File: src/msort_pkg.sv
package msort_pkg;

    localparam int MS_CAPACITY = 64;
    localparam int MS_DATA_W   = 32;

    typedef struct packed {
        logic                        valid;
        logic signed [MS_DATA_W-1:0] value;
    } t_link;

    typedef struct packed {
        logic                        en;
        logic signed [MS_DATA_W-1:0] value;
    } t_ins;

endpackage

File: src/msort_cell.sv
module msort_cell (
    input  logic            i_clk,
    input  logic            i_rst_n,
    input  msort_pkg::t_ins  i_ins,
    input  logic            i_shift,
    input  msort_pkg::t_link i_left,
    input  logic            i_left_bump,
    input  msort_pkg::t_link i_right,
    output msort_pkg::t_link o_cell,
    output logic            o_bump
);
    import msort_pkg::*;

    logic                        r_valid;
    logic                        n_valid;
    logic signed [MS_DATA_W-1:0] r_value;
    logic signed [MS_DATA_W-1:0] n_value;

    // strict compare keeps equal values in arrival order
    assign o_bump = !r_valid || (r_value > i_ins.value);

    always_comb begin
        n_valid = r_valid;
        n_value = r_value;
        if (i_shift) begin
            n_valid = i_right.valid;
            n_value = i_right.value;
        end else if (i_ins.en) begin
            if (i_left_bump) begin
                n_valid = i_left.valid;
                n_value = i_left.value;
            end else if (o_bump) begin
                n_valid = 1'b1;
                n_value = i_ins.value;
            end
        end
    end

    always_ff @(posedge i_clk) begin
        if (!i_rst_n) begin
            r_valid <= 1'b0;
        end else begin
            r_valid <= n_valid;
        end
    end

    always_ff @(posedge i_clk) begin
        r_value <= n_value;
    end

    assign o_cell.valid = r_valid;
    assign o_cell.value = r_value;

endmodule

File: config.mk
export PLATFORM = sky130hd
export DESIGN_NAME = msort_cell
export DESIGN_NICKNAME = d
export VERILOG_FILES = /design/src/msort_pkg.sv /design/src/msort_cell.sv
export SDC_FILE = /design/constraint.sdc
export NUM_CORES = 1
export LEC_CHECK = 0
export BUFFER_PORTS_ARGS = -buffer_cell sky130_fd_sc_hd__buf_2
export CORE_ASPECT_RATIO = 0.7
export CORE_MARGIN = 2
export CORE_UTILIZATION = 30
export DETAILED_ROUTE_END_ITERATION = 8
export GPL_TIMING_DRIVEN = 0
export PLACE_DENSITY = 0.63
export SYNTH_ARGS = -nofsm -noshare
export SYNTH_HDL_FRONTEND = slang
export SYNTH_SLANG_ARGS = --single-unit
export TNS_END_PERCENT = 1
File: constraint.sdc
create_clock -name i_clk -period 9.9 [get_ports i_clk]
set_input_delay 1.98 -clock i_clk [delete_from_list [all_inputs] [get_ports i_clk]]
set_output_delay 1.98 -clock i_clk [all_outputs]
set_load 0.02 [all_outputs]
==> impl_summary.log <==
[metrics] result of the run: finished, final reports clean
[metrics] Worst Reg2Reg Path Length in Cells: 8
[metrics] root cell of the clock tree: sky130_fd_sc_hd__clkbuf_16
[metrics] number of hold-slack violations in the final timing report: 0
[metrics] Post-CTS Repair Setup Buffers: 0
[metrics] DR vias/cell: around 4.7
[metrics] Max transition margin: 60.3%
[metrics] final-layout fill cell count: 807
[metrics] total count of max-transition violations in the final report: 0
[metrics] detailed-placement wirelength estimate: roughly 6.2 mm
[metrics] drt drc: 0
[metrics] sequential element share of the synthesized area: a little under 40%
[metrics] placed cell area: 3360 um2
[metrics] number of synthesized register bits: 33
[metrics] CTS tree: done
[metrics] wire length of the first global-routing pass: ~11 mm
[metrics] Power per Cell Area: 131 nW/um2
[metrics] portion of the clock cycle consumed by the worst path in the final layout: 58.7%
[metrics] Worst Hold Path Cells: 3
[metrics] synth-to-layout area growth: 38.7%
[metrics] clock-pin slew on the worst setup and hold paths: 50 ps
[metrics] GRT overflow: 0
[metrics] total number of vias: 2414
[metrics] global-route total usage across every layer: 16.1%
[metrics] crit path DAT: between 3000 and 4000 ps
[metrics] clock network latency to the later pin of the worst-skew pair: 270 ps
[metrics] maximum VDD drop: 0.0529 mV
[metrics] number of design-rule violations left by the first detailed-router iteration: 75
[metrics] H-tree depth reported by CTS: 2
[metrics] cells after synthesis: 268
[metrics] floorplan die area: 9140 um2
[metrics] largest net degree at the start of global routing: 20
[metrics] part of the total power dissipated in sequential elements: around two fifths
[metrics] leakage power: 1.81 nW
[metrics] antenna diode count: 0
[metrics] syn_area_per_cell: 9.38 um2
[metrics] end of the worst register-to-register path: r_value[14]
[metrics] proportion of power drawn by the clock network: 31.4%
[metrics] # rows: 27
[metrics] final estimated routing congestion in global placement: ~0.8
[metrics] sum of internal, switching and leakage power: 0.457 mW
[metrics] floorplan die width: between 100 and 150 um
[metrics] number of ports placed on the die boundary: about 140
[metrics] total nets after synthesis: 403
[metrics] number of flops mapped to enable cells by yosys: 32
[metrics] antenna-violating nets left: 0
[metrics] unique cell type count in the Yosys netlist: 31
[metrics] maximum clock frequency: 0.172 GHz
[metrics] Critical Setup Path Class: primary input to output port
[metrics] TritonCTS buffer count: 5
[metrics] height of the die: 80.6 um
[metrics] clock net sink count: 33
[metrics] initial antenna violation count: 0
[metrics] number of iterations in the first detailed-routing pass: 4
[metrics] Net count, final: 546
[metrics] number of buffers inserted by hold repair at cts: 0
[metrics] register-to-register setup slack: 7110 ps
[metrics] final instance area: 3490 um2
[metrics] Internal Power: 0.319 mW
[metrics] wire length per cell after detailed routing: roughly 14 um
[metrics] fraction of layout cells with a size suffix above 1: 36.3%
[metrics] worst setup path end: o_bump
[metrics] Critical Path RT: 7920 ps
[metrics] min cycle time layout: 5810 ps
[metrics] synth warn: 0
[metrics] predominant post-synthesis flop cell: sky130_fd_sc_hd__edfxtp_1
[metrics] core area: 8010 um2
[metrics] worst flop-to-flop path startpoint: r_value[30]
[metrics] Critical path origin: i_ins[7]
[metrics] portion of total power attributed to combinational logic: between 20 and 30%
[metrics] Max FO, Critical Path: 3
[metrics] clk buf depth: 2
[metrics] MaxCap Viol Count: 0
[metrics] clock tree skew after final layout: 2.51 ps
[metrics] switching part of the total: between 30% and 40%
[metrics] I/O Buffers: 135
[metrics] initial core utilization: 31.4%
[metrics] switching power total: 0.138 mW
[metrics] post-route core utilization: 43.6%
[metrics] Worst Max-Slew Pin Slew: 594 ps
[metrics] Cell Area, Synth: 2510 um2
[metrics] total of endpoints with negative setup slack in the final report: 0
[metrics] final-layout setup total negative slack: 0 ps
[metrics] worst min-delay path category: flip-flop to flip-flop
[metrics] fraction of registers with async set or reset after synthesis: 0%
[metrics] unrepaired setup endpoints after global routing: false
[metrics] Gates resized, CTS repair: 0
[metrics] via count of the first global-routing pass: 2281
[metrics] routed wire length: 7.38 mm
[metrics] type of element launching the critical path: primary input
[metrics] Setup crit end kind: output port
-- cells in the mapped netlist, types with 2 or more instances --
cell | n | area share [%]
sky130_fd_sc_hd__a21oi_1 | 13 | 2.6
sky130_fd_sc_hd__and2_1 | 2 | 0.50
sky130_fd_sc_hd__buf_2 | 3 | 0.60
sky130_fd_sc_hd__clkbuf_1 | 8 | 1.2
sky130_fd_sc_hd__edfxtp_1 | 32 | 38
sky130_fd_sc_hd__ha_1 | 32 | 16
sky130_fd_sc_hd__inv_1 | 33 | 4.9
sky130_fd_sc_hd__mux2i_1 | 32 | 13
sky130_fd_sc_hd__nand2_1 | 40 | 6.0
sky130_fd_sc_hd__nand3_1 | 3 | 0.60
sky130_fd_sc_hd__nand4_1 | 8 | 2.0
sky130_fd_sc_hd__nor2_1 | 5 | 0.75
sky130_fd_sc_hd__nor3_1 | 2 | 0.40
sky130_fd_sc_hd__nor4_1 | 2 | 0.50
sky130_fd_sc_hd__o211ai_1 | 2 | 0.60
sky130_fd_sc_hd__o21ai_0 | 34 | 6.8
sky130_fd_sc_hd__o21ai_1 | 3 | 0.60
-- cells in the final DEF (no fill, tap or decap), types with 2 or more instances in the layout --
master / netlist / routed
sky130_fd_sc_hd__buf_2: 3 / 138
sky130_fd_sc_hd__nand2_1: 40 / 40
sky130_fd_sc_hd__o21ai_0: 34 / 34
sky130_fd_sc_hd__inv_1: 33 / 33
sky130_fd_sc_hd__mux2i_1: 32 / 32
sky130_fd_sc_hd__ha_1: 32 / 32
sky130_fd_sc_hd__edfxtp_1: 32 / 32
sky130_fd_sc_hd__a21oi_1: 13 / 12
sky130_fd_sc_hd__clkbuf_1: 8 / 9
sky130_fd_sc_hd__nand4_1: 8 / 8
sky130_fd_sc_hd__nor2_1: 5 / 5
sky130_fd_sc_hd__clkbuf_16: 0 / 5
sky130_fd_sc_hd__nand3_1: 3 / 3
sky130_fd_sc_hd__o21ai_1: 3 / 3
sky130_fd_sc_hd__and2_1: 2 / 2
sky130_fd_sc_hd__nor3_1: 2 / 2
sky130_fd_sc_hd__o211ai_1: 2 / 2
sky130_fd_sc_hd__nor4_1: 2 / 2
-- cell families after synthesis --
kind of cell,share of synthesized area [%]
simple gates,11.2
compound gates,14.1
buf+inv,7.01
flops,39.0
fa+ha+maj,15.9
mux,12.7
-- power by group through the flow --
stage | combinational, mW | clock, mW | sequential (mW)
5_1_grt | 0.149 | 0.153 | 0.182
6_report | 0.133 | 0.144 | 0.180
3_3_place_gp | 0.128 | 0 | 0.183
3_5_place_dp | 0.135 | 0 | 0.183
4_1_cts | 0.135 | 0.149 | 0.180
2_1_floorplan | 0.0595 | 0 | 0.200
-- how the worst min path moves through the flow --
stage / slack, ps / startpoint / to
after CTS: 770 / r_valid / r_valid
final: 760 / r_valid / r_valid
after detailed placement: 750 / r_valid / r_valid
after global routing: 860 / r_valid / r_valid
after global placement: 740 / r_valid / r_valid
after floorplan: 680 / r_valid / r_valid
-- sequential cells by signal (all words and copies together), names as in the netlist --
| name | cells |
|---|---|
| r_value | 32 |
| r_valid | 1 |
-- stage by stage --
stage | std cells | worst slack, ps | hold slack [ps]
after global placement | 504 | 3540 | 738
after floorplan | 268 | 4490 | 677
after detailed placement | 505 | 4100 | 754
after global routing | 512 | 3950 | 857
final | 512 | 4090 | 763
after CTS | 512 | 4100 | 772
-- worst max-delay path, cell delays in order --
cell and delay, ps:
sky130_fd_sc_hd__buf_2 90, sky130_fd_sc_hd__inv_1 40, sky130_fd_sc_hd__ha_1 320, sky130_fd_sc_hd__a21oi_1 150, sky130_fd_sc_hd__o21ai_0 160, sky130_fd_sc_hd__a221o_1 330, sky130_fd_sc_hd__o31a_1 330, sky130_fd_sc_hd__nor3_1 160
sky130_fd_sc_hd__o21ai_1 90, sky130_fd_sc_hd__buf_2 170
-- layer usage --
metal	up-vias	wire length, um	share of wire [%]	GRT usage (%)
met1	1078	3640	49	22.0
met2	84	3170	43	25.4
met4	0	40	0.54	3.41
met3	5	530	7.2	4.75
li1	1247	-	-	-
met5	-	0	0	0
-- layout make-up --
type / instances / area (um2) / area share (%)
buffer: 12 / 52.6 / 1.51
inverter: 33 / 124 / 3.55
clock buffer: 6 / 129 / 3.69
clock inverter: 1 / 3.75 / 0.108
tap: 101 / 126 / 3.62
sequential: 33 / 981 / 28.1
timing repair buffer: 136 / 703 / 20.2
multi-input combinational: 190 / 1370 / 39.2
Note: power is estimated with default switching activity, not from simulation.
